<file path="src/hdl/dbcs_pkg.sv">
`timescale 1ns / 1ps
// ----------------------------------------------------------------------------
// dbcs_pkg
// Shared types and constants for the depth-bucket counting sort.
// ----------------------------------------------------------------------------
package dbcs_pkg;

    localparam int NUM_BUCKETS_DEF = 16384;
    localparam int MAX_POINTS_DEF  = 65536;
    localparam int QDEPTH          = 4;

    localparam logic MODE_LOAD = 1'b0;
    localparam logic MODE_REQ  = 1'b1;

    localparam logic STATUS_OK    = 1'b0;
    localparam logic STATUS_EMPTY = 1'b1;

    localparam logic [1:0] CFG_EYE_X = 2'd0;
    localparam logic [1:0] CFG_EYE_Y = 2'd1;
    localparam logic [1:0] CFG_EYE_Z = 2'd2;

    typedef enum logic [2:0] {
        F_IDLE,
        F_SQ,
        F_DINIT,
        F_DIV,
        F_PUSH
    } front_state_t;

    typedef enum logic [3:0] {
        B_CLEAR,
        B_IDLE,
        B_LD_WR,
        B_PF_RD,
        B_PF_WR,
        B_SC_RDK,
        B_SC_RDB,
        B_SC_WR,
        B_RD,
        B_RESP,
        B_EMPTY
    } back_state_t;

    typedef struct packed {
        logic full;
        logic empty;
    } qstat_t;

endpackage

</file>
<file path="src/hdl/dbcs_front.sv">
`timescale 1ns / 1ps
// ----------------------------------------------------------------------------
// dbcs_front
// Takes input beats, forms the squared eye distance and the bucket key by
// restoring division, and queues load or request commands.
// ----------------------------------------------------------------------------
module dbcs_front
    import dbcs_pkg::*;
#(
    parameter int NUM_BUCKETS = NUM_BUCKETS_DEF
)
(
    input  logic                         clk,
    input  logic                         rst_n,
    input  logic                         in_valid,
    output logic                         in_ready,
    input  logic                         mode,
    input  logic [31:0]                  pos_x,
    input  logic [31:0]                  pos_y,
    input  logic [31:0]                  pos_z,
    input  logic [31:0]                  eye_x,
    input  logic [31:0]                  eye_y,
    input  logic [31:0]                  eye_z,
    input  logic                         hold,
    input  qstat_t                       qstat,
    output logic                         push,
    output logic [$clog2(NUM_BUCKETS):0] push_data
);

    localparam int KW   = $clog2(NUM_BUCKETS);
    localparam int NUMW = $clog2(10 * NUM_BUCKETS) + 32;
    localparam int DENW = $clog2(10 * (NUM_BUCKETS + 1)) + 32;
    localparam int SW   = DENW + KW;
    localparam int SCW  = $clog2(KW) + 1;
    localparam int TENN = 10 * NUM_BUCKETS - 1;
    localparam logic [SW-1:0] NUM_C = SW'(NUMW'(TENN) << 32);

    front_state_t  state_reg, state_next;
    logic [30:0]   mag_reg [3];
    logic [30:0]   mag_next [3];
    logic [1:0]    sq_reg, sq_next;
    logic [61:0]   prod_reg, prod_next;
    logic [63:0]   acc_reg, acc_next;
    logic [SW-1:0] rem_reg, rem_next;
    logic [SW-1:0] dsh_reg, dsh_next;
    logic [KW-1:0] q_reg, q_next;
    logic [SCW-1:0] stp_reg, stp_next;
    logic          accept;
    logic          far;
    logic [67:0]   dplus;
    logic          ge;
    logic [KW-1:0] q_step;

    function automatic logic [30:0] sat_abs(input logic [31:0] p, input logic [31:0] e);
        logic signed [32:0] d;
        logic        [32:0] m;
        d = $signed({p[31], p}) - $signed({e[31], e});
        m = d[32] ? 33'(-d) : 33'(d);
        if (m > 33'h07FFFFFFF)
        begin
            return 31'h7FFFFFFF;
        end
        return m[30:0];
    endfunction

    assign in_ready = (state_reg == F_IDLE) && !qstat.full && !hold;
    assign accept   = in_valid && in_ready;
    assign far      = (acc_reg[63:32] >= 32'(NUM_BUCKETS));
    assign dplus    = 68'(acc_reg) + (68'd1 << 32);
    assign ge       = (rem_reg >= dsh_reg);
    assign q_step   = {q_reg[KW-2:0], ge};

    always_comb
    begin
        state_next = state_reg;
        case (state_reg)
            F_IDLE:  if (accept && mode == MODE_LOAD) state_next = F_SQ;
            F_SQ:    if (sq_reg == 2'd3) state_next = F_DINIT;
            F_DINIT: state_next = far ? F_PUSH : F_DIV;
            F_DIV:   if (stp_reg == '0) state_next = F_PUSH;
            F_PUSH:  if (!qstat.full) state_next = F_IDLE;
            default: state_next = F_IDLE;
        endcase
    end

    always_comb
    begin
        mag_next  = mag_reg;
        sq_next   = sq_reg;
        prod_next = prod_reg;
        acc_next  = acc_reg;
        rem_next  = rem_reg;
        dsh_next  = dsh_reg;
        q_next    = q_reg;
        stp_next  = stp_reg;
        push      = 1'b0;
        push_data = '0;
        case (state_reg)
            F_IDLE:
            begin
                if (accept)
                begin
                    mag_next[0] = sat_abs(pos_x, eye_x);
                    mag_next[1] = sat_abs(pos_y, eye_y);
                    mag_next[2] = sat_abs(pos_z, eye_z);
                    sq_next     = '0;
                    acc_next    = '0;
                    if (mode == MODE_REQ)
                    begin
                        push      = 1'b1;
                        push_data = {1'b1, KW'(0)};
                    end
                end
            end
            F_SQ:
            begin
                // product of the previous cycle is summed while the next one forms
                if (sq_reg != 2'd3)
                begin
                    prod_next = mag_reg[sq_reg] * mag_reg[sq_reg];
                end
                if (sq_reg != 2'd0)
                begin
                    acc_next = acc_reg + 64'(prod_reg);
                end
                sq_next = sq_reg + 1'b1;
            end
            F_DINIT:
            begin
                q_next   = '0;
                rem_next = NUM_C;
                dsh_next = SW'(DENW'((dplus << 3) + (dplus << 1))) << (KW - 1);
                stp_next = SCW'(KW - 1);
            end
            F_DIV:
            begin
                if (ge)
                begin
                    rem_next = rem_reg - dsh_reg;
                end
                dsh_next = dsh_reg >> 1;
                q_next   = q_step;
                stp_next = stp_reg - 1'b1;
            end
            F_PUSH:
            begin
                push = 1'b1;
                if (q_reg > KW'(NUM_BUCKETS - 1))
                begin
                    push_data = {1'b0, KW'(NUM_BUCKETS - 1)};
                end
                else
                begin
                    push_data = {1'b0, q_reg};
                end
            end
            default:
            begin
                push = 1'b0;
            end
        endcase
    end

    always_ff @(posedge clk)
    begin
        mag_reg  <= mag_next;
        prod_reg <= prod_next;
        acc_reg  <= acc_next;
        rem_reg  <= rem_next;
        dsh_reg  <= dsh_next;
        q_reg    <= (state_reg == F_DINIT && far) ? '0 : q_next;
        stp_reg  <= stp_next;
    end

    always_ff @(posedge clk or negedge rst_n)
    begin
        if (!rst_n)
        begin
            state_reg <= F_IDLE;
            sq_reg    <= '0;
        end
        else
        begin
            state_reg <= state_next;
            sq_reg    <= sq_next;
        end
    end

endmodule

</file>
<file path="config.mk">
export PLATFORM = sky130hd
export DESIGN_NAME = dbcs_front
export DESIGN_NICKNAME = d
export VERILOG_FILES = /design/src/hdl/dbcs_pkg.sv /design/src/hdl/dbcs_front.sv
export SDC_FILE = /design/constraint.sdc
export NUM_CORES = 2
export LEC_CHECK = 0
export BUFFER_PORTS_ARGS = -buffer_cell sky130_fd_sc_hd__buf_2
export CORE_MARGIN = 2
export CORE_UTILIZATION = 40
export DETAILED_ROUTE_END_ITERATION = 8
export HOLD_SLACK_MARGIN = 0.05
export SLEW_MARGIN = 20
export SYNTH_ARGS = -nofsm -noshare
export SYNTH_HDL_FRONTEND = slang
export SYNTH_SLANG_ARGS = --single-unit
</file>
<file path="constraint.sdc">
create_clock -name clk -period 30.2 [get_ports clk]
set_input_delay 1.51 -clock clk [delete_from_list [all_inputs] [get_ports clk]]
set_output_delay 1.51 -clock clk [all_outputs]
set_load 0.01 [all_outputs]
</file>
# [Word-level counts from Yosys, hierarchy flattened]
# Cells that the tools add are included.
[totals] wordCells=108 out_inout_bits=17 register_bits=371 inputBits=199
[op_classes] n_addsub=12 n_mul=1 n_bitwise=2 muxes=44 reduce_logical=18 n_lt_le_gt_ge=7 n_eq_ne=13
[ops] op="case mux 64 bit (2 select lines)" count=3
[ops] op="two-way mux 31 bit" count=8
[ops] op="two-way mux 64 bit" count=3
[ops] op="> comparator 33 x 31 -> 1 bit (second input constant)" count=3
[ops] op="two-way mux 33 bit" count=3
[ops] op="negation 33 bit" count=3
[ops] op="subtractor 32 x 32 -> 33 bit" count=3
[ops] op="adder 64 x 62 -> 64 bit" count=1
[ops] op=">= comparator 64 bit" count=1
[ops] op="subtractor 64 bit" count=1
[ops] op="binary-select mux 31 bit (select 2 bit)" count=1
[ops] op="multiplier 31 x 31 -> 62 bit" count=1
[ops] op="adder 50 bit" count=1
[ops] op="adder 49 x 33 -> 49 bit (second input constant)" count=1
[ops] op=">= comparator 32 x 15 -> 1 bit (second input constant)" count=1
[ops] op="two-way mux 15 bit" count=2
[ops] op="case mux 15 bit (2 select lines)" count=1
[ops] op="case mux 14 bit (2 select lines)" count=1
[ops] op="two-way mux 3 bit" count=5
[ops] op="case mux 3 bit (5 select lines)" count=1
[ops] op="> comparator 14 bit (second input constant)" count=1
[ops] op="two-way mux 14 bit" count=1
[ops] op="inequality test 2 bit (second input constant)" count=7
[ops] op="two-way mux 1 bit" count=11
[ops] op="other kinds (22)" count=33

# [Depth between registers and ports, before layout]
[depth] word_depth=8 mapped_depth=39 ltp_nobuf=36

# [Worst setup path after synthesis]
# OpenSTA, ideal clock, no wires.
[synth_path] kind="register to register" startpoint="register sq_reg[1]" endpoint="register prod_reg[60], data pin" period_less_slack_ns=9.448 t_required_ns=29.942 path_buffers=5 setup_time_ns=0.258 t_arrival_ns=9.191 path_stages_with_launch=37 setup_slack_ns=20.752 cell_sequence="dfrtp_1 -> clkbuf_1 -> buf_1 -> buf_1 -> mux2i_1 -> nor2_1 -> a21oi_1 -> inv_1 -> clkbuf_1 -> nand2_1 -> inv_1 -> fa_1 -> inv_1 -> fa_1 -> inv_1 -> fa_1 -> fa_1 -> fa_1 -> fa_1 -> fa_1 -> inv_1 -> fa_1 -> inv_1 -> ha_1 -> clkbuf_1 -> nand3_1 -> or2_2 -> nor4_1 -> o211ai_1 -> a31o_2 -> a31oi_1 -> o221ai_1 -> o31ai_1 -> nor3_1 -> o21bai_1 -> a21oi_1 -> xnor2_1"
[synth_via] elab_chain_len=5
[synth_rtl] element="start: declaration" line="dbcs_front.sv:41" text="logic [1:0] sq_reg, sq_next;"
[synth_rtl] element="start signal: assignment" line="dbcs_front.sv:185" text="sq_reg <= sq_next;"
[synth_rtl] element="NOT 2 -> 3 bit (not written as such)" line="dbcs_front.sv:120" text="prod_next = mag_reg[sq_reg] * mag_reg[sq_reg];"
[synth_rtl] element="binary-select mux 31 bit (select 2 bit)" line="dbcs_front.sv:120"
[synth_rtl] element="two-way mux 31 bit (not written as such) (2 in a row)" line="dbcs_front.sv:120"
[synth_rtl] element="multiplier 31 x 31 -> 62 bit" line="dbcs_front.sv:120"
[synth_rtl] element="end signal: assignment" line="dbcs_front.sv:167" text="prod_reg <= prod_next;"
[synth_rtl] element="end: declaration" line="dbcs_front.sv:42" text="logic [61:0] prod_reg, prod_next;"
# No other way between the ends. The select of a mux whose other input is x is not followed.
# A chain may end at the register's enable or synchronous reset.

# [Worst setup path after layout]
[layout_path] startpoint="register sq_reg[0]" endpoint="register prod_reg[52], data pin"
# The elaborated chain is that of the path after synthesis.

==> impl_results.md <==
* DRC at 0
* H-tree Lvls at 2
* Reg2reg start: sq_reg[0]$_DFFE_PN0P_
* RSZ-0062 raised after global routing: no
* Ys flop type: edfxtp_1
* Final wirelength at between 150 and 200 mm
* WL/cell at approximately 18 microns
* Worst path depth at 33
* Initial antenna violation count at 0
* Core area at roughly 140000 sq um
* Fraction of registers with async set/reset at 0.0136
* Initial core utilization at 0.402
* CTS clock-pin slew for the worst setup and hold paths at 0.06 ns
* Synth top area share at 0.262
* CTS sink cnt at 369
* Top cells by count, synth: 1172 x inv_1, 752 x fa_1, 598 x nor2_1
* Total CTS buffers at between 40 and 50
* Top cell by count, worst path: fa_1
* Crit-path leading delay family: adder cells
* DRT antenna net count at 0
* Final hold viol count at 0
* Post-synth EDFFs at 350
* Crit-path max cell delay at around 0.87 ns
* Flop and latch count out of synthesis at 369
* Worst R2R Path Depth at 33
* CTS tree: built
* Mapped Area at about 58000 sq um
* Max reg flops at 93
* Reported max-cap violation count at 0
* Root Driver: clkbuf_16
* Max Fclk at roughly 86 MHz
* Area leader, netlist: fa_1
* Buf/Inv on CP at 9
* CP Data Arrival Time at approximately 12 ns
* Initial drt markers at between 2000 and 3000
* Synth top area cells: fa_1 26%, edfxtp_1 18%, ha_1 12%, inv_1 7.6%, nor2_1 3.9%
* Vias at roughly 45000
* Nets at 8029
* Worst hold endpoint: q_reg[13]$_SDFFE_PP0P_
* Worst setup SP type: flip-flop
* TNS Setup at 0 ns
* Setup repair bufs after CTS at 0
* Min-delay src: q_reg[13]$_SDFFE_PP0P_
* Most frequent cell after synthesis: inv_1
* Vias per inst at between 5 and 6
* Post-CTS sizing at 0
* Largest net degree at the start of global routing at 87
* WP data required at 30.56 ns
* Rel. slew slack at 0.216
* WHS Path Cells at 2
* Horiz. Die Dim at approximately 380 microns
* Placer Congestion at between 0.9 and 1
* Pre-antenna DRT Iters at 7
* CTS Hold Bufs at 0
* GRT Total Usage at 0.206
* Pins Over Slew Limit at 0
* Average cell area after synthesis at around 8.9 sq um
* Ys Warns at 0
* CP Max Fanout at 37
* # rows at about 140
* Cell variety after synth at between 90 and 100
* Outcome: finished, final reports clean
* Classification of the worst setup path: reg -> reg
* Worst path slowest cell: clkinv_1
* R2r setup slk at between 15 and 20 ns
* Post-synthesis sequential area ratio at 0.190
* Die area at approximately 150000 sq um
* Syn_nets at 7948
* Syn Inst Count at about 6500
* Worst slew pin tran at ~1.2 ns
* Share of layout cells above drive strength 1 at 0.0618
* Finish-stage setup viols at 0
* First-pass GRT wire length at approximately 240 mm
* Number of port buffers at approximately 210
* Type of the worst min-delay path: reg -> reg
* Overflow after GRT at 0
* Vias in the first global route at roughly 46000
* Die Height at roughly 380 microns
* Fin crit period at about 12 ns
* Clock buffer depth at 3
* Worst skew pair latency at between 0.6 and 0.7 ns
* CP Capture Type: flip-flop
* I/O pins at 216
* Fillers at approximately 14000
* Inserted Diodes at 0
* RR Endpoint: prod_reg[52]$_DFFE_PP_
* Area delta synth->final at 7.75%
* Fin crit share at 0.386
* Dpl hpwl at 120 mm
* Clock skew at ~0.056 ns
## layout by cell type, fill, tap and decap left out, types with 216 or more instances in the layout
master / instances
xnor2_1: 227
nor2_1: 596
a21o_1: 216
edfxtp_1: 350
ha_1: 538
inv_1: 1170
nand2_1: 587
o21ai_0: 238
a21oi_1: 377
fa_1: 752
## routing by layer
metal | global-route usage | share of wire
met3 | 0.0273 | 0.056
met5 | 0 | 0
met2 | 0.355 | 0.48
met4 | 0.0453 | 0.022
met1 | 0.275 | 0.44
## cell type report
type | count | area, sq um | share of cell area
clock buffers | 50 | 1180 | 0.0190
repair buffers | 269 | 1480 | 0.0239
flip-flops and latches | 369 | 10900 | 0.176
inverters | 1182 | 4440 | 0.0716
clock inverters | 27 | 231 | 0.00373
multi-input cells | 4673 | 41400 | 0.667
well taps | 1903 | 2380 | 0.0384
## worst min-delay path, cell delays in order (launching register included)
cell     delay [ns]
dfxtp_1        0.30
nand2_1        0.05
nand2_1        0.04
## stage by stage
step           utilization  setup WS (ns)  instance area, sq um  hold WS (ns)  cells
2_1_floorplan            -          20.75                 57500         0.407   6459
3_3_place_gp         0.423          18.65                 60600         0.422   8396
3_5_place_dp         0.423          18.64                 60600         0.427   8396
4_1_cts              0.433          18.60                 62000         0.436   8473
5_1_grt              0.433          18.05                 62000         0.483   8473
6_report             0.433          18.56                 62000         0.433   8473
## how the worst max path moves through the flow
| stage | startpoint | slack (ns) | to |
|---|---|---|---|
| after floorplan | sq_reg[1]$_DFFE_PN0P_ | 20.75 | prod_reg[60]$_DFFE_PP_ |
| after global placement | sq_reg[0]$_DFFE_PN0P_ | 18.65 | prod_reg[52]$_DFFE_PP_ |
| after detailed placement | sq_reg[0]$_DFFE_PN0P_ | 18.64 | prod_reg[52]$_DFFE_PP_ |
| after CTS | sq_reg[0]$_DFFE_PN0P_ | 18.60 | prod_reg[52]$_DFFE_PP_ |
| after global routing | sq_reg[0]$_DFFE_PN0P_ | 18.05 | prod_reg[52]$_DFFE_PP_ |
| final | sq_reg[0]$_DFFE_PN0P_ | 18.56 | prod_reg[52]$_DFFE_PP_ |
## cells by family after synthesis
group / Yosys count / share of synthesized area
AND/OR/NAND/NOR: 1699 / 0.132
adder cells (fa/ha/maj): 1290 / 0.379
buffers and inverters: 1417 / 0.0933
XOR/XNOR: 404 / 0.0615
flip-flops: 369 / 0.190
AO/OA/AOI/OAI: 1240 / 0.138
multiplexers: 40 / 0.00722
Power is left out: the tool's default activity adds up to more than one toggle a clock period on the data nets, which glitch-free logic cannot reach.
