### config.mk
export PLATFORM = sky130hd
export DESIGN_NAME = dbcs_queue
export DESIGN_NICKNAME = d
export VERILOG_FILES = /design/src/hdl/dbcs_pkg.sv /design/src/hdl/dbcs_queue.sv
export SDC_FILE = /design/constraint.sdc
export NUM_CORES = 1
export LEC_CHECK = 0
export BUFFER_PORTS_ARGS = -buffer_cell sky130_fd_sc_hd__clkbuf_2
export CORE_MARGIN = 4
export CORE_UTILIZATION = 60
export CTS_CLUSTER_SIZE = 24
export DETAILED_ROUTE_END_ITERATION = 7
export PLACE_DENSITY = 0.82
export SETUP_SLACK_MARGIN = 0.02
export SYNTH_ARGS = -nofsm -noshare
export SYNTH_HDL_FRONTEND = slang
export SYNTH_SLANG_ARGS = --single-unit
### constraint.sdc
create_clock -name clk -period 3.15 [get_ports clk]
set_input_delay 0.1575 -clock clk [delete_from_list [all_inputs] [get_ports clk]]
set_output_delay 0.1575 -clock clk [all_outputs]
set_load 0.005 [all_outputs]
### src/hdl/dbcs_pkg.sv
`timescale 1ns / 1ps
// ----------------------------------------------------------------------------
// dbcs_pkg
// Shared types and constants for the depth-bucket counting sort.
// ----------------------------------------------------------------------------
package dbcs_pkg;

    localparam int NUM_BUCKETS_DEF = 16384;
    localparam int MAX_POINTS_DEF  = 65536;
    localparam int QDEPTH          = 4;

    localparam logic MODE_LOAD = 1'b0;
    localparam logic MODE_REQ  = 1'b1;

    localparam logic STATUS_OK    = 1'b0;
    localparam logic STATUS_EMPTY = 1'b1;

    localparam logic [1:0] CFG_EYE_X = 2'd0;
    localparam logic [1:0] CFG_EYE_Y = 2'd1;
    localparam logic [1:0] CFG_EYE_Z = 2'd2;

    typedef enum logic [2:0] {
        F_IDLE,
        F_SQ,
        F_DINIT,
        F_DIV,
        F_PUSH
    } front_state_t;

    typedef enum logic [3:0] {
        B_CLEAR,
        B_IDLE,
        B_LD_WR,
        B_PF_RD,
        B_PF_WR,
        B_SC_RDK,
        B_SC_RDB,
        B_SC_WR,
        B_RD,
        B_RESP,
        B_EMPTY
    } back_state_t;

    typedef struct packed {
        logic full;
        logic empty;
    } qstat_t;

endpackage

### src/hdl/dbcs_queue.sv
`timescale 1ns / 1ps
// ----------------------------------------------------------------------------
// dbcs_queue
// Short command queue between the key front end and the sort back end.
// ----------------------------------------------------------------------------
module dbcs_queue
    import dbcs_pkg::*;
#(
    parameter int EW = 15
)
(
    input  logic          clk,
    input  logic          rst_n,
    input  logic          push,
    input  logic [EW-1:0] push_data,
    input  logic          pop,
    output logic [EW-1:0] head,
    output qstat_t        stat
);

    localparam int AW = $clog2(QDEPTH);

    logic [EW-1:0] mem_reg [QDEPTH];
    logic [AW-1:0] wp_reg, rp_reg;
    logic [AW:0]   cnt_reg;
    logic          do_push, do_pop;

    assign stat.full  = (cnt_reg == (AW+1)'(QDEPTH));
    assign stat.empty = (cnt_reg == '0);
    assign do_push    = push && !stat.full;
    assign do_pop     = pop && !stat.empty;
    assign head       = mem_reg[rp_reg];

    always_ff @(posedge clk)
    begin
        if (do_push)
        begin
            mem_reg[wp_reg] <= push_data;
        end
    end

    always_ff @(posedge clk or negedge rst_n)
    begin
        if (!rst_n)
        begin
            wp_reg  <= '0;
            rp_reg  <= '0;
            cnt_reg <= '0;
        end
        else
        begin
            if (do_push)
            begin
                wp_reg <= wp_reg + 1'b1;
            end
            if (do_pop)
            begin
                rp_reg <= rp_reg + 1'b1;
            end
            if (do_push && !do_pop)
            begin
                cnt_reg <= cnt_reg + 1'b1;
            end
            else if (do_pop && !do_push)
            begin
                cnt_reg <= cnt_reg - 1'b1;
            end
        end
    end

endmodule

After elaboration in Yosys (flattened, before gate mapping)

Memory sizes are Yosys's and may differ from the RTL's.
Index checks and enable logic that the tools add are counted.

Bits in registers: 7
Latch bits: 0
Memory bits (writable): 60
Bits in read-only memories: 0
Bits of input ports: 19
Output and inout bits: 17
Logic and storage cells: 23
Memories: 1

Add/sub/neg operators: 4
Multipliers: 0
Divide/modulo/power cells: 0
Magnitude comparators: 0
Equal/unequal tests: 1
Shifts and indexed selects: 0
Multiplexer cells: 4
Bitwise gates (word level): 0
Reduce and logical (&&, ||, !) cells: 10

Memory list:

| memory  | depth | width | read ports | clocked after Yosys merged registers in | write ports | RTL line         | text |
|---|---|---|---|---|---|---|---|
| mem_reg | 4     | 15    | 1          | 0                                       | 1           | dbcs_queue.sv:23 | `logic [EW-1:0] mem_reg [QDEPTH];` |

Operators by type and width:

| operator                                                           | count |
|---|---|
| 3-bit two-way mux                                                  | 2 |
| 2-bit by 1-bit adder with 2-bit output, second input constant      | 2 |
| 1-bit logical AND                                                  | 4 |
| 1-bit logical NOT                                                  | 4 |
| 3-bit by 1-bit adder with 3-bit output, second input constant      | 1 |
| 3-bit == test, second input constant                               | 1 |
| 3-bit logical NOT                                                  | 1 |
| 3-bit by 1-bit subtractor with 3-bit output, second input constant | 1 |
| 1-bit two-way mux                                                  | 2 |
| 2-bit nonzero test                                                 | 1 |

Depth between registers and ports, before layout

Gate-level depths: netlist of run 1.

Depth in word-level cells: 7
Gate-level depth with buffers: 9
Depth with buffers taken out: 8

Least setup slack after synthesis of run 1

OpenSTA, ideal clock, no wires.

Kind: register -> register
Start point: register cnt_reg[0]
End point: register cnt_reg[2]
Library setup time: 0.079 ns
Arrival time: 1.898 ns
Data required time: 3.071 ns
Slack: 1.173 ns
Stages on the path, launching flop included: 9
Buffers on the path: 0
Clock period less this slack: 1.977 ns
Cell sequence: dfrtp_1 > or3_1 > nand2_1 > ha_1 > inv_1 > fa_1 > xor2_1 > nor2_1 > xor2_1

Longest elaborated chain between the ends: 6
Elaborated cells on any way between the ends: 15
Classes of those cells: add/sub: 2; eq/ne: 1; mux: 2; reduce/logical: 10

Ends and longest elaborated chain:

| what                                                                                | RTL line         | text |
|---|---|---|
| from (decl)                                                                         | dbcs_queue.sv:25 | `logic [AW:0] cnt_reg;` |
| from (signal assigned)                                                              | dbcs_queue.sv:62 | `cnt_reg <= cnt_reg + 1'b1;` |
| from (signal assigned)                                                              | dbcs_queue.sv:66 | `cnt_reg <= cnt_reg - 1'b1;` |
| branches (longest 6 deep; another with 3-bit by 1-bit subtractor with 3-bit output) | --               |  |

Several ways; the timed one is not identified. The select of a mux whose other input is x is not followed.
A chain may end at the register's enable or synchronous reset.

Final worst setup path of run 1

Start point: register cnt_reg[2]
End point: register cnt_reg[2]

Same word-level chain as after synthesis.

==> qor.txt, run 1 <==
Post-CTS Repair Setup Buffers: 0
async set-reset flop share out of synthesis: 0.1045
cell type with the highest aggregate area in the netlist: sky130_fd_sc_hd__edfxtp_1
met3 routed WL: 237 um
Power per Cell Area: 905.0 nW/um^2
area taken by multi-input logic gates: 576.8 um^2
H-tree depth reported by CTS: 3
detailed-routing wirelength on met1: 1.694 mm
ant diodes: 0
detail-routed net length per standard cell: 19.41 um
placed wire-length estimate after detailed placement: 2.750 mm
max-cap violations: 0
commonest cells in the netlist: 60 x sky130_fd_sc_hd__edfxtp_1, 11 x sky130_fd_sc_hd__mux4_2, 7 x sky130_fd_sc_hd__dfrtp_1
number of buffers created by CTS: 9
Synth area leaders: sky130_fd_sc_hd__edfxtp_1 69%, sky130_fd_sc_hd__mux4_2 9.5%, sky130_fd_sc_hd__dfrtp_1 6.7%, sky130_fd_sc_hd__mux4_1 4.0%, sky130_fd_sc_hd__ha_1 2.4%
internal power component: 0.001956 W
most numerous cell in the Yosys netlist: sky130_fd_sc_hd__edfxtp_1
endpoints failing setup: 0
DRC violations left: 0
GRT Overall Usage: 0.1744
clock latency on the worst-skew pair: 330 ps
final weighted congestion in routability-driven placement: 0.7016
Combinational Power Share: 0.267
min-delay worst type: input pin to flop
Die X: 74.10 um
Clk network pwr share: 0.236
Netlist Area Pre-Place: 2621 um^2
final number of hold-violating endpoints: 0
Max Freq: 0.4362 GHz
Sink Count: 67
buffers from clock root to sink, at most: 2
fraction of the cycle the final worst path needs: 0.7279
vias after detailed routing: 1,200
starting density of the core: 0.6370
largest fanout on the critical path: 7
count of mapped cells out of synthesis: 115
sum of overflow across all layers after global routing: 0
synthesis warning total: 0
Tightest Pin Transition: 791.8 ps
Site Rows: 23
drt total wl: 4.114 mm
count of final max-slew check failures: 0
via count of the first global-routing pass: 1,285
length of routed met2 wiring: 2.112 mm
share of synthesized area occupied by flip-flops and latches: 0.7542
placed cells: 196
Worst Skew: 7.607 ps
type of element launching the critical path: flop
DR vias/cell: 5.660
Most used DFF post-synth: sky130_fd_sc_hd__edfxtp_1
post-synth cell types: 21
antenna violations before repair: 0
filler-free cell count of the finished design: 212
setup repair after global routing missed its margin: false
Layout Nets: 183
area of the die: 5490 um^2
number of nets with antenna violations after detailed routing: 0
start point of the critical path: cnt_reg[2]$_DFFE_PN0P_
Top Metal Used: met4
clock edge transition at the registers on the reported setup and hold paths: 70 ps
FF+latch count, synth: 67
switching power share of the total: 0.2789
TritonCTS clock tree: done
hold path startpoint: push_data[12]
Layout fillers: 243
Synth Net Count: 140
proportion of layout cells with a drive suffix above 1: 0.3765
critical path data arrival time: 2530 ps
crit path capture type: flop
max reg flops: 60
required time at the endpoint of the critical path: 3380 ps
pin count of the biggest net entering global routing: 17
Switch Pwr: 0.0007566 W
first drt pass iteration count: 4
Worst slew margin: 0.4721
post-synthesis area per instance: 22.79 um^2
PnR worst setup slack: 857.3 ps
minimum setup slack after placement: 846.1 ps
Worst VDD drop: 0.0006112 V
CTS Root Buffer Type: sky130_fd_sc_hd__clkbuf_8
Yosys top cell area share: 0.6874
Total Neg Setup Slack: 0 ps
total core area: 4115 um^2
origin of the critical flop-to-flop path: cnt_reg[2]$_DFFE_PN0P_
EDFF count, synth: 60
count of pins on the block boundary: 36
leakage dissipation: 1.111 nW
first-pass GRT wire length: 6.617 mm
drt initial violations: 71
Port Buffers: 35
sequential share of power: 0.498
run status: finished, final reports clean
height of the chip: 74.10 um
final critical-path required period: 2293 ps
relative area change from synthesis to final layout: 14.37%
sequential cell area: 1977 um^2
critical path start-end classification: flop to flop
==> routing by layer <==
| metal | track usage | up-vias |
|---|---|---|
| li1 | - | 546 |
| met1 | 0.2239 | 614 |
| met2 | 0.2756 | 33 |
| met3 | 0.05946 | 7 |
| met4 | 0.07243 | 0 |
| met5 | 0 | - |
==> path summary, 6_finish.rpt <==
| path | to | slack (ps) | cells past startpoint |
|---|---|---|---|
| hold / removal | mem_reg[2][12]$_DFFE_PP_ | 40 | 1 |
| setup / recovery | cnt_reg[2]$_DFFE_PN0P_ | 860 | 8 |
| hold reg to reg | cnt_reg[2]$_DFFE_PN0P_ | 520 | 1 |
| max in group asynchronous | rp_reg[0]$_DFFE_PN0P_ | 2770 | 2 |
| min in group asynchronous | cnt_reg[1]$_DFFE_PN0P_ | 210 | 2 |
| setup reg to reg | cnt_reg[2]$_DFFE_PN0P_ | 860 | 8 |
==> cells by family after synthesis <==
family / share of synthesized area
multiplexers: 0.1446
XOR/XNOR: 0.02005
adder cells (fa/ha/maj): 0.03150
flip-flops: 0.7542
buffers and inverters: 0.02577
AND/OR/NAND/NOR: 0.02386
==> critical path: stages, from the launching register on <==
cell and delay (ps):
sky130_fd_sc_hd__dfrtp_1 400, sky130_fd_sc_hd__nor3b_2 180, sky130_fd_sc_hd__nor2b_1 410, sky130_fd_sc_hd__ha_1 290, sky130_fd_sc_hd__inv_1 60, sky130_fd_sc_hd__fa_1 390
sky130_fd_sc_hd__xor2_1 160, sky130_fd_sc_hd__nor2_1 130, sky130_fd_sc_hd__xor2_1 190
==> per-stage QoR <==
stage	power (W)	util	hold slack, ps	cell area (um^2)
floorplan	0.001856	-	-138.1	2621
detailed placement	0.002112	0.6838	4.101	2814
CTS	0.002750	0.7285	31.86	2998
global placement	0.002059	0.6838	-1.207	2814
finish	0.002713	0.7285	44.05	2998
global route	0.002866	0.7285	33.17	2998
==> layout by cell type (no fill, tap or decap), drive strengths merged <==
| cell | synthesis | layout |
|---|---|---|
| and2 | 4 | 4 |
| buf | 5 | 1 |
| bufinv | 0 | 1 |
| clkbuf | 0 | 46 |
| clkinv | 0 | 3 |
| dfrtp | 7 | 7 |
| dlygate4sd3 | 0 | 1 |
| edfxtp | 60 | 60 |
| fa | 1 | 1 |
| ha | 5 | 5 |
| inv | 4 | 4 |
| mux2 | 2 | 2 |
| mux4 | 15 | 15 |
| nand2 | 1 | 1 |
| nand3 | 1 | 1 |
| nor2 | 1 | 1 |
| nor2b | 1 | 1 |
| nor3b | 1 | 1 |
| or3 | 1 | 1 |
| xnor2 | 4 | 4 |
| xor2 | 2 | 2 |
==> power groups by stage <==
stage / clock, W / combinational (W) / sequential [W]
after floorplan: 0 / 0.000597 / 0.00126
after global placement: 0 / 0.000704 / 0.00135
after detailed placement: 0 / 0.000736 / 0.00138
after CTS: 0.000652 / 0.000741 / 0.00136
after global routing: 0.000694 / 0.000791 / 0.00138
final: 0.000640 / 0.000723 / 0.00135
==> cell type report <==
| class | instances | share of cell area |
|---|---|---|
| Timing Repair Buffer | 37 | 0.06427 |
| Clock buffer | 11 | 0.04382 |
| Tap cell | 50 | 0.02087 |
| Clock inverter | 4 | 0.01419 |
| Sequential cell | 67 | 0.6594 |
| Inverter | 4 | 0.005008 |
| Multi-Input combinational cell | 39 | 0.1924 |
==> timing repair <==
action / CTS / global route
hold endpoints to repair: 7 / 0
hold buffers: 1 / 0
resized for setup: 0 / 0
Power figures use the tool's default switching activity.
==> inputs of run 2 (changes only) <==
--- a/config.mk
+++ b/config.mk
@@ -7,10 +7,10 @@
 export LEC_CHECK = 0
 export BUFFER_PORTS_ARGS = -buffer_cell sky130_fd_sc_hd__clkbuf_2
 export CORE_MARGIN = 4
-export CORE_UTILIZATION = 60
+export CORE_UTILIZATION = 50
 export CTS_CLUSTER_SIZE = 24
 export DETAILED_ROUTE_END_ITERATION = 7
-export PLACE_DENSITY = 0.82
+export PLACE_DENSITY = 0.73
 export SETUP_SLACK_MARGIN = 0.02
 export SYNTH_ARGS = -nofsm -noshare
 export SYNTH_HDL_FRONTEND = slang
==> constraint.sdc (replaced) <==
create_clock -name clk -period 1.95 [get_ports clk]
set_input_delay 0.0975 -clock clk [delete_from_list [all_inputs] [get_ports clk]]
set_output_delay 0.0975 -clock clk [all_outputs]
set_load 0.005 [all_outputs]
==> qor.txt, run 2 (synthesized netlist as in run 1, its figures left out) <==
GRT Overall Usage: 0.1562 (was 0.1744)
pin count of the biggest net entering global routing: 16 (was 17)
Site Rows: 26 (was 23)
Worst Skew: 10.50 ps (was 7.607 ps)
instance count along the most critical hold path: 1 (unchanged)
via count of the first global-routing pass: 1,427 (was 1,285)
CP delay by family, top: simple AND/OR/NAND/NOR gates (unchanged)
Worst slew margin: 0.8502 (was 0.4721)
hold path startpoint: push_data[0] (was push_data[12])
buffers from clock root to sink, at most: 2 (unchanged)
area of the die: 6465 um^2 (was 5490 um^2)
drt initial violations: 100 (was 71)
min-delay worst type: input pin to flop (unchanged)
Port Buffers: 35 (unchanged)
crit path capture type: flop (unchanged)
commonest non-fill, non-tap cell in the layout: sky130_fd_sc_hd__edfxtp_1 (unchanged)
leakage dissipation: 1.259 nW (was 1.111 nW)
cell area reported after detailed placement: 2959 um^2 (was 2814 um^2)
setup repair after global routing missed its margin: true (was false)
setup slack on the worst flop-to-flop path: 50 ps (was 860 ps)
final design utilization: 0.6497 (was 0.7285)
height of the chip: 80.41 um (was 74.10 um)
first-pass GRT wire length: 7.031 mm (was 6.617 mm)
number of buffers created by CTS: 9 (unchanged)
TritonCTS clock tree: done (unchanged)
type of element launching the critical path: flop (unchanged)
critical path data arrival time: 2140 ps (was 2530 ps)
total core area: 5107 um^2 (was 4115 um^2)
CTS Root Buffer Type: sky130_fd_sc_hd__clkbuf_8 (unchanged)
starting density of the core: 0.5132 (was 0.6370)
slowest cell delay on critical path: 410 ps (about the same)
DRC violations left: 0 (unchanged)
Buf+Inv Stages, Crit Path: 1 (unchanged)
most frequent cells in the layout: 60 x sky130_fd_sc_hd__edfxtp_1, 35 x sky130_fd_sc_hd__clkbuf_2, 17 x sky130_fd_sc_hd__buf_4, 14 x sky130_fd_sc_hd__dlygate4sd3_1, 11 x sky130_fd_sc_hd__mux4_2 (was 60 x sky130_fd_sc_hd__edfxtp_1, 35 x sky130_fd_sc_hd__clkbuf_2, 11 x sky130_fd_sc_hd__mux4_2, 9 x sky130_fd_sc_hd__clkbuf_8, 7 x sky130_fd_sc_hd__dfrtp_1)
critical path start-end classification: flop to flop (unchanged)
ant diodes: 0 (unchanged)
drt total wl: 4.422 mm (was 4.114 mm)
worst reg2reg endpoint: cnt_reg[2]$_DFFE_PN0P_ (unchanged)
antenna violations before repair: 0 (unchanged)
final weighted congestion in routability-driven placement: 0.7453 (was 0.7016)
Die X: 80.41 um (was 74.10 um)
Layout Nets: 213 (was 183)
capture endpoint of the worst hold path: mem_reg[0][0]$_DFFE_PP_ (was mem_reg[2][12]$_DFFE_PP_)
placed wire-length estimate after detailed placement: 3.021 mm (was 2.750 mm)
final number of hold-violating endpoints: 0 (unchanged)
count of final max-slew check failures: 0 (unchanged)
Tightest Pin Transition: 224.7 ps (was 791.8 ps)
DR vias/cell: 4.966 (was 5.660)
count of pins on the block boundary: 36 (unchanged)
Sink Count: 67 (unchanged)
first drt pass iteration count: 2 (was 4)
Worst VDD drop: 0.0008300 V (was 0.0006112 V)
max-cap violations: 0 (unchanged)
Max Freq: 0.5274 GHz (was 0.4362 GHz)
worst path cell trace: or3_4 -> nand2_4 -> ha_4 -> inv_2 -> fa_2 -> xor2_1 -> nor2_1 -> xor2_1 (was nor3b_2 -> nor2b_1 -> ha_1 -> inv_1 -> fa_1 -> xor2_1 -> nor2_1 -> xor2_1)
largest fanout on the critical path: 2 (was 7)
final critical-path required period: 1896 ps (was 2293 ps)
max reg flops: 60 (unchanged)
detail-routed net length per standard cell: 16.81 um (was 19.41 um)
required time at the endpoint of the critical path: 2200 ps (was 3380 ps)
fraction of the cycle the final worst path needs: 0.9723 (was 0.7279)
Slowest-stage cell, CP: sky130_fd_sc_hd__or3_4 (was sky130_fd_sc_hd__nor2b_1)
origin of the critical flop-to-flop path: cnt_reg[2]$_DFFE_PN0P_ (unchanged)
most frequent cell on the critical path: sky130_fd_sc_hd__xor2_1 (unchanged)
number of nets with antenna violations after detailed routing: 0 (unchanged)
run status: finished, final reports clean (unchanged)
depth of the most critical reg-to-reg path: 8 (unchanged)
proportion of layout cells with a drive suffix above 1: 0.4404 (was 0.3765)
vias after detailed routing: 1,306 (was 1,200)
H-tree depth reported by CTS: 3 (unchanged)
Power per Cell Area: 1382 nW/um^2 (was 905.0 nW/um^2)
overall power consumption: 0.004587 W (was 0.002713 W)
relative area change from synthesis to final layout: 26.59% (was 14.37%)
Min Hold Slack: 4.948 ps (was 44.05 ps)
clock edge transition at the registers on the reported setup and hold paths: 60 ps (was 70 ps)
sum of overflow across all layers after global routing: 0 (unchanged)
clock latency on the worst-skew pair: 330 ps (about the same)
endpoints failing setup: 0 (unchanged)
Total Neg Setup Slack: 0 ps (unchanged)
Non-Filler Cell Area, Final: 3318 um^2 (was 2998 um^2)
==> run 2: how the worst max path moves through the flow <==
stage,startpoint,to,slack (ps),cells after the start
2_1_floorplan,cnt_reg[1]$_DFFE_PN0P_,cnt_reg[2]$_DFFE_PN0P_,40,8
3_3_place_gp,cnt_reg[2]$_DFFE_PN0P_,cnt_reg[2]$_DFFE_PN0P_,50,8
3_5_place_dp,cnt_reg[2]$_DFFE_PN0P_,cnt_reg[2]$_DFFE_PN0P_,-80,8
4_1_cts,cnt_reg[2]$_DFFE_PN0P_,cnt_reg[2]$_DFFE_PN0P_,30,9
5_1_grt,cnt_reg[2]$_DFFE_PN0P_,cnt_reg[2]$_DFFE_PN0P_,-20,8
6_report,cnt_reg[2]$_DFFE_PN0P_,cnt_reg[2]$_DFFE_PN0P_,50,8
==> run 2: final cells by class <==
type                    instances  area, um^2
flip-flops and latches         67        1977
fillers                       344        1789
multi-input cells              39       613.1
repair buffers                 67       462.9
clock buffers                  12       145.1
well taps                      70       87.58
clock inverters                 4       17.52
inverters                       4       15.01
==> run 2: report_power, final <==
part	total (W)	internal, W	switching [W]	leakage, nW
sequential	0.00204	0.00192	0.000114	0.631
combinational	0.00161	0.000880	0.000733	0.542
clock	0.000938	0.000484	0.000454	0.0852
==> run 2: what timing repair did <==
action                     4_1_cts  5_1_grt
pin swaps                        5        4
setup endpoints to repair        2        2
hold endpoints to repair        57        0
buffers inserted                 4        0
hold buffers                    14        0
gates resized for setup          4        2
==> run 2: stage by stage <==
stage,instances,worst slack (ps)
CTS,263,33.66
finish,263,53.93
detailed placement,229,-81.70
floorplan,115,36.94
global placement,229,47.25
global route,263,-15.71
==> run 2: metal layers <==
layer	up-vias	share of wire	global-route usage
met5	-	0	0
met1	652	0.40	0.1840
li1	614	-	-
met3	8	0.048	0.04484
met2	32	0.54	0.2632
met4	0	0.013	0.07432
==> inputs of run 3 (changes only) <==
--- a/config.mk
+++ b/config.mk
@@ -6,8 +6,10 @@
 export NUM_CORES = 1
 export LEC_CHECK = 0
 export BUFFER_PORTS_ARGS = -buffer_cell sky130_fd_sc_hd__clkbuf_2
+export CELL_PAD_IN_SITES_DETAIL_PLACEMENT = 1
+export CELL_PAD_IN_SITES_GLOBAL_PLACEMENT = 2
 export CORE_MARGIN = 4
-export CORE_UTILIZATION = 50
+export CORE_UTILIZATION = 39
 export CTS_CLUSTER_SIZE = 24
 export DETAILED_ROUTE_END_ITERATION = 7
 export PLACE_DENSITY = 0.73
==> qor.txt, run 3 (synthesized netlist as in run 1, its figures left out) <==
run status: finished, final reports clean (unchanged)
Port Buffers: 35 (unchanged)
antenna violations before repair: 0 (unchanged)
Layout Nets: 209 (was 213)
origin of the critical flop-to-flop path: cnt_reg[1]$_DFFE_PN0P_ (was cnt_reg[2]$_DFFE_PN0P_)
height of the chip: 89.98 um (was 80.41 um)
Die X: 89.98 um (was 80.41 um)
via count of the first global-routing pass: 1,479 (was 1,427)
first-pass GRT wire length: 7.548 mm (was 7.031 mm)
filler-free cell count of the finished design: 266 (was 263)
hold path startpoint: pop (was push_data[0])
pin count of the biggest net entering global routing: 16 (unchanged)
Switch Pwr: 0.001313 W (was 0.001302 W)
cell area reported after detailed placement: 2923 um^2 (was 2959 um^2)
clock edge transition at the registers on the reported setup and hold paths: 70 ps (was 60 ps)
leakage dissipation: 1.238 nW (was 1.259 nW)
DRC violations left: 0 (unchanged)
overall power consumption: 0.004548 W (was 0.004587 W)
critical path data arrival time: 2110 ps (was 2140 ps)
vias after detailed routing: 1,288 (was 1,306)
Clk network pwr share: 0.201 (was 0.204)
internal power component: 0.003235 W (was 0.003286 W)
DR vias/cell: 4.842 (was 4.966)
worst reg2reg endpoint: cnt_reg[1]$_DFFE_PN0P_ (was cnt_reg[2]$_DFFE_PN0P_)
most frequent cells in the layout: 60 x sky130_fd_sc_hd__edfxtp_1, 35 x sky130_fd_sc_hd__clkbuf_2, 16 x sky130_fd_sc_hd__dlygate4sd3_1, 11 x sky130_fd_sc_hd__mux4_2, 10 x sky130_fd_sc_hd__buf_4 (was 60 x sky130_fd_sc_hd__edfxtp_1, 35 x sky130_fd_sc_hd__clkbuf_2, 17 x sky130_fd_sc_hd__buf_4, 14 x sky130_fd_sc_hd__dlygate4sd3_1, 11 x sky130_fd_sc_hd__mux4_2)
count of final max-slew check failures: 0 (unchanged)
Site Rows: 29 (was 26)
clock latency on the worst-skew pair: 330 ps (about the same)
setup slack on the worst flop-to-flop path: 60 ps (was 50 ps)
drt total wl: 4.638 mm (was 4.422 mm)
count of pins on the block boundary: 36 (unchanged)
PnR worst setup slack: 58.07 ps (was 53.93 ps)
final weighted congestion in routability-driven placement: 0.7817 (was 0.7453)
Worst Skew: 6.504 ps (was 10.50 ps)
Worst VDD drop: 0.0005570 V (was 0.0008300 V)
buffers from clock root to sink, at most: 2 (unchanged)
setup repair after global routing missed its margin: true (unchanged)
min-delay worst type: input pin to flop (unchanged)
sequential share of power: 0.451 (was 0.444)
H-tree depth reported by CTS: 3 (unchanged)
proportion of layout cells with a drive suffix above 1: 0.4339 (was 0.4404)
total core area: 6422 um^2 (was 5107 um^2)
TritonCTS clock tree: done (unchanged)
relative area change from synthesis to final layout: 26.44% (was 26.59%)
Max Freq: 0.5286 GHz (was 0.5274 GHz)
Sink Count: 67 (unchanged)
required time at the endpoint of the critical path: 2170 ps (was 2200 ps)
instance count along the most critical hold path: 3 (was 1)
Power per Cell Area: 1372 nW/um^2 (was 1382 nW/um^2)
number of nets with antenna violations after detailed routing: 0 (unchanged)
capture endpoint of the worst hold path: rp_reg[1]$_DFFE_PN0P_ (was mem_reg[0][0]$_DFFE_PP_)
Worst slew margin: 0.7154 (was 0.8502)
final critical-path required period: 1892 ps (was 1896 ps)
critical path start-end classification: flop to flop (unchanged)
number of buffers created by CTS: 9 (unchanged)
endpoints failing setup: 0 (unchanged)
type of element launching the critical path: flop (unchanged)
ant diodes: 0 (unchanged)
drt initial violations: 47 (was 100)
Min Hold Slack: 103.1 ps (was 4.948 ps)
first drt pass iteration count: 4 (was 2)
max reg flops: 60 (unchanged)
largest fanout on the critical path: 5 (was 2)
commonest non-fill, non-tap cell in the layout: sky130_fd_sc_hd__edfxtp_1 (unchanged)
switching power share of the total: 0.2887 (was 0.2837)
CTS Root Buffer Type: sky130_fd_sc_hd__clkbuf_8 (unchanged)
placed cells: 230 (was 229)
GRT Overall Usage: 0.1252 (was 0.1562)
area of the die: 8096 um^2 (was 6465 um^2)
detail-routed net length per standard cell: 17.44 um (was 16.81 um)
crit path capture type: flop (unchanged)
Combinational Power Share: 0.347 (was 0.352)
starting density of the core: 0.4081 (was 0.5132)
sum of overflow across all layers after global routing: 0 (unchanged)
Tightest Pin Transition: 426.9 ps (was 224.7 ps)
minimum setup slack after placement: -99.34 ps (was -81.70 ps)
fraction of the cycle the final worst path needs: 0.9702 (was 0.9723)
placed wire-length estimate after detailed placement: 3.004 mm (was 3.021 mm)
depth of the most critical reg-to-reg path: 7 (was 8)
final number of hold-violating endpoints: 0 (unchanged)
Non-Filler Cell Area, Final: 3314 um^2 (was 3318 um^2)
max-cap violations: 0 (unchanged)
run 3: cell types whose count changed in the layout (fill, tap and decap cells not counted), sizes merged:
cell and delta:
clkinvlp +2, dlygate4sd3 +2, clkinv +1, buf -6
clkbuf -3
run 3: timing repair:
| item | 4_1_cts | 5_1_grt |
|---|---|---|
| hold endpoints to repair | 67 | 0 |
| setup buffers | 2 | 2 |
| setup endpoints to repair | 47 | 2 |
| pin swaps | 3 | 5 |
| hold buffers | 16 | 0 |
| gates resized for setup | 7 | 5 |
run 3: metrics by stage:
step                      utilization  setup TNS (ps)
after CTS                      0.5108               0
after floorplan                     -               0
final                          0.5161               0
after global routing           0.5161          -56.16
after detailed placement       0.4551           -2233
after global placement         0.4551               0
run 3: power groups by stage:
stage / combinational (W) / clock (W) / sequential (W)
5_1_grt: 0.00174 / 0.00103 / 0.00208
3_3_place_gp: 0.00142 / 0 / 0.00205
2_1_floorplan: 0.000976 / 0 / 0.00204
4_1_cts: 0.00155 / 0.000954 / 0.00205
6_report: 0.00158 / 0.000916 / 0.00205
3_5_place_dp: 0.00146 / 0 / 0.00209
run 3: metal layers:
layer,wire length [um],part of all wire,GRT usage,up-vias
met4,70,0.015,0.04974,0
met3,234,0.050,0.04508,8
met2,2431,0.52,0.2061,29
met5,0,0,0,-
li1,-,-,-,596
met1,1902,0.41,0.1506,655
run 3: worst max path at each step:
stage                           start                      to  slack [ps]  depth (start not counted)
2_1_floorplan  cnt_reg[1]$_DFFE_PN0P_  cnt_reg[2]$_DFFE_PN0P_          40                          8
3_3_place_gp   cnt_reg[2]$_DFFE_PN0P_  cnt_reg[2]$_DFFE_PN0P_          20                          8
3_5_place_dp   cnt_reg[2]$_DFFE_PN0P_  cnt_reg[2]$_DFFE_PN0P_        -100                          8
4_1_cts        cnt_reg[1]$_DFFE_PN0P_  cnt_reg[1]$_DFFE_PN0P_          20                          7
5_1_grt        cnt_reg[2]$_DFFE_PN0P_  cnt_reg[2]$_DFFE_PN0P_         -50                          8
6_report       cnt_reg[1]$_DFFE_PN0P_  cnt_reg[1]$_DFFE_PN0P_          60                          7
run 3: layout make-up:
cell class	instances	area [um^2]
well taps	77	96.34
flip-flops and latches	67	1977
multi-input cells	39	625.6
clock buffers	9	123.9
repair buffers	63	441.7
clock inverters	7	35.03
fillers	589	3108
inverters	4	15.01
run 3: worst max-delay path, cell delays in order (launching register included):
cell                      delay (ps)
sky130_fd_sc_hd__dfrtp_1         400
sky130_fd_sc_hd__buf_6           140
sky130_fd_sc_hd__nor3b_4         240
sky130_fd_sc_hd__nor2b_4          90
sky130_fd_sc_hd__ha_4            170
sky130_fd_sc_hd__inv_2            50
sky130_fd_sc_hd__fa_2            420
sky130_fd_sc_hd__mux2_4          280
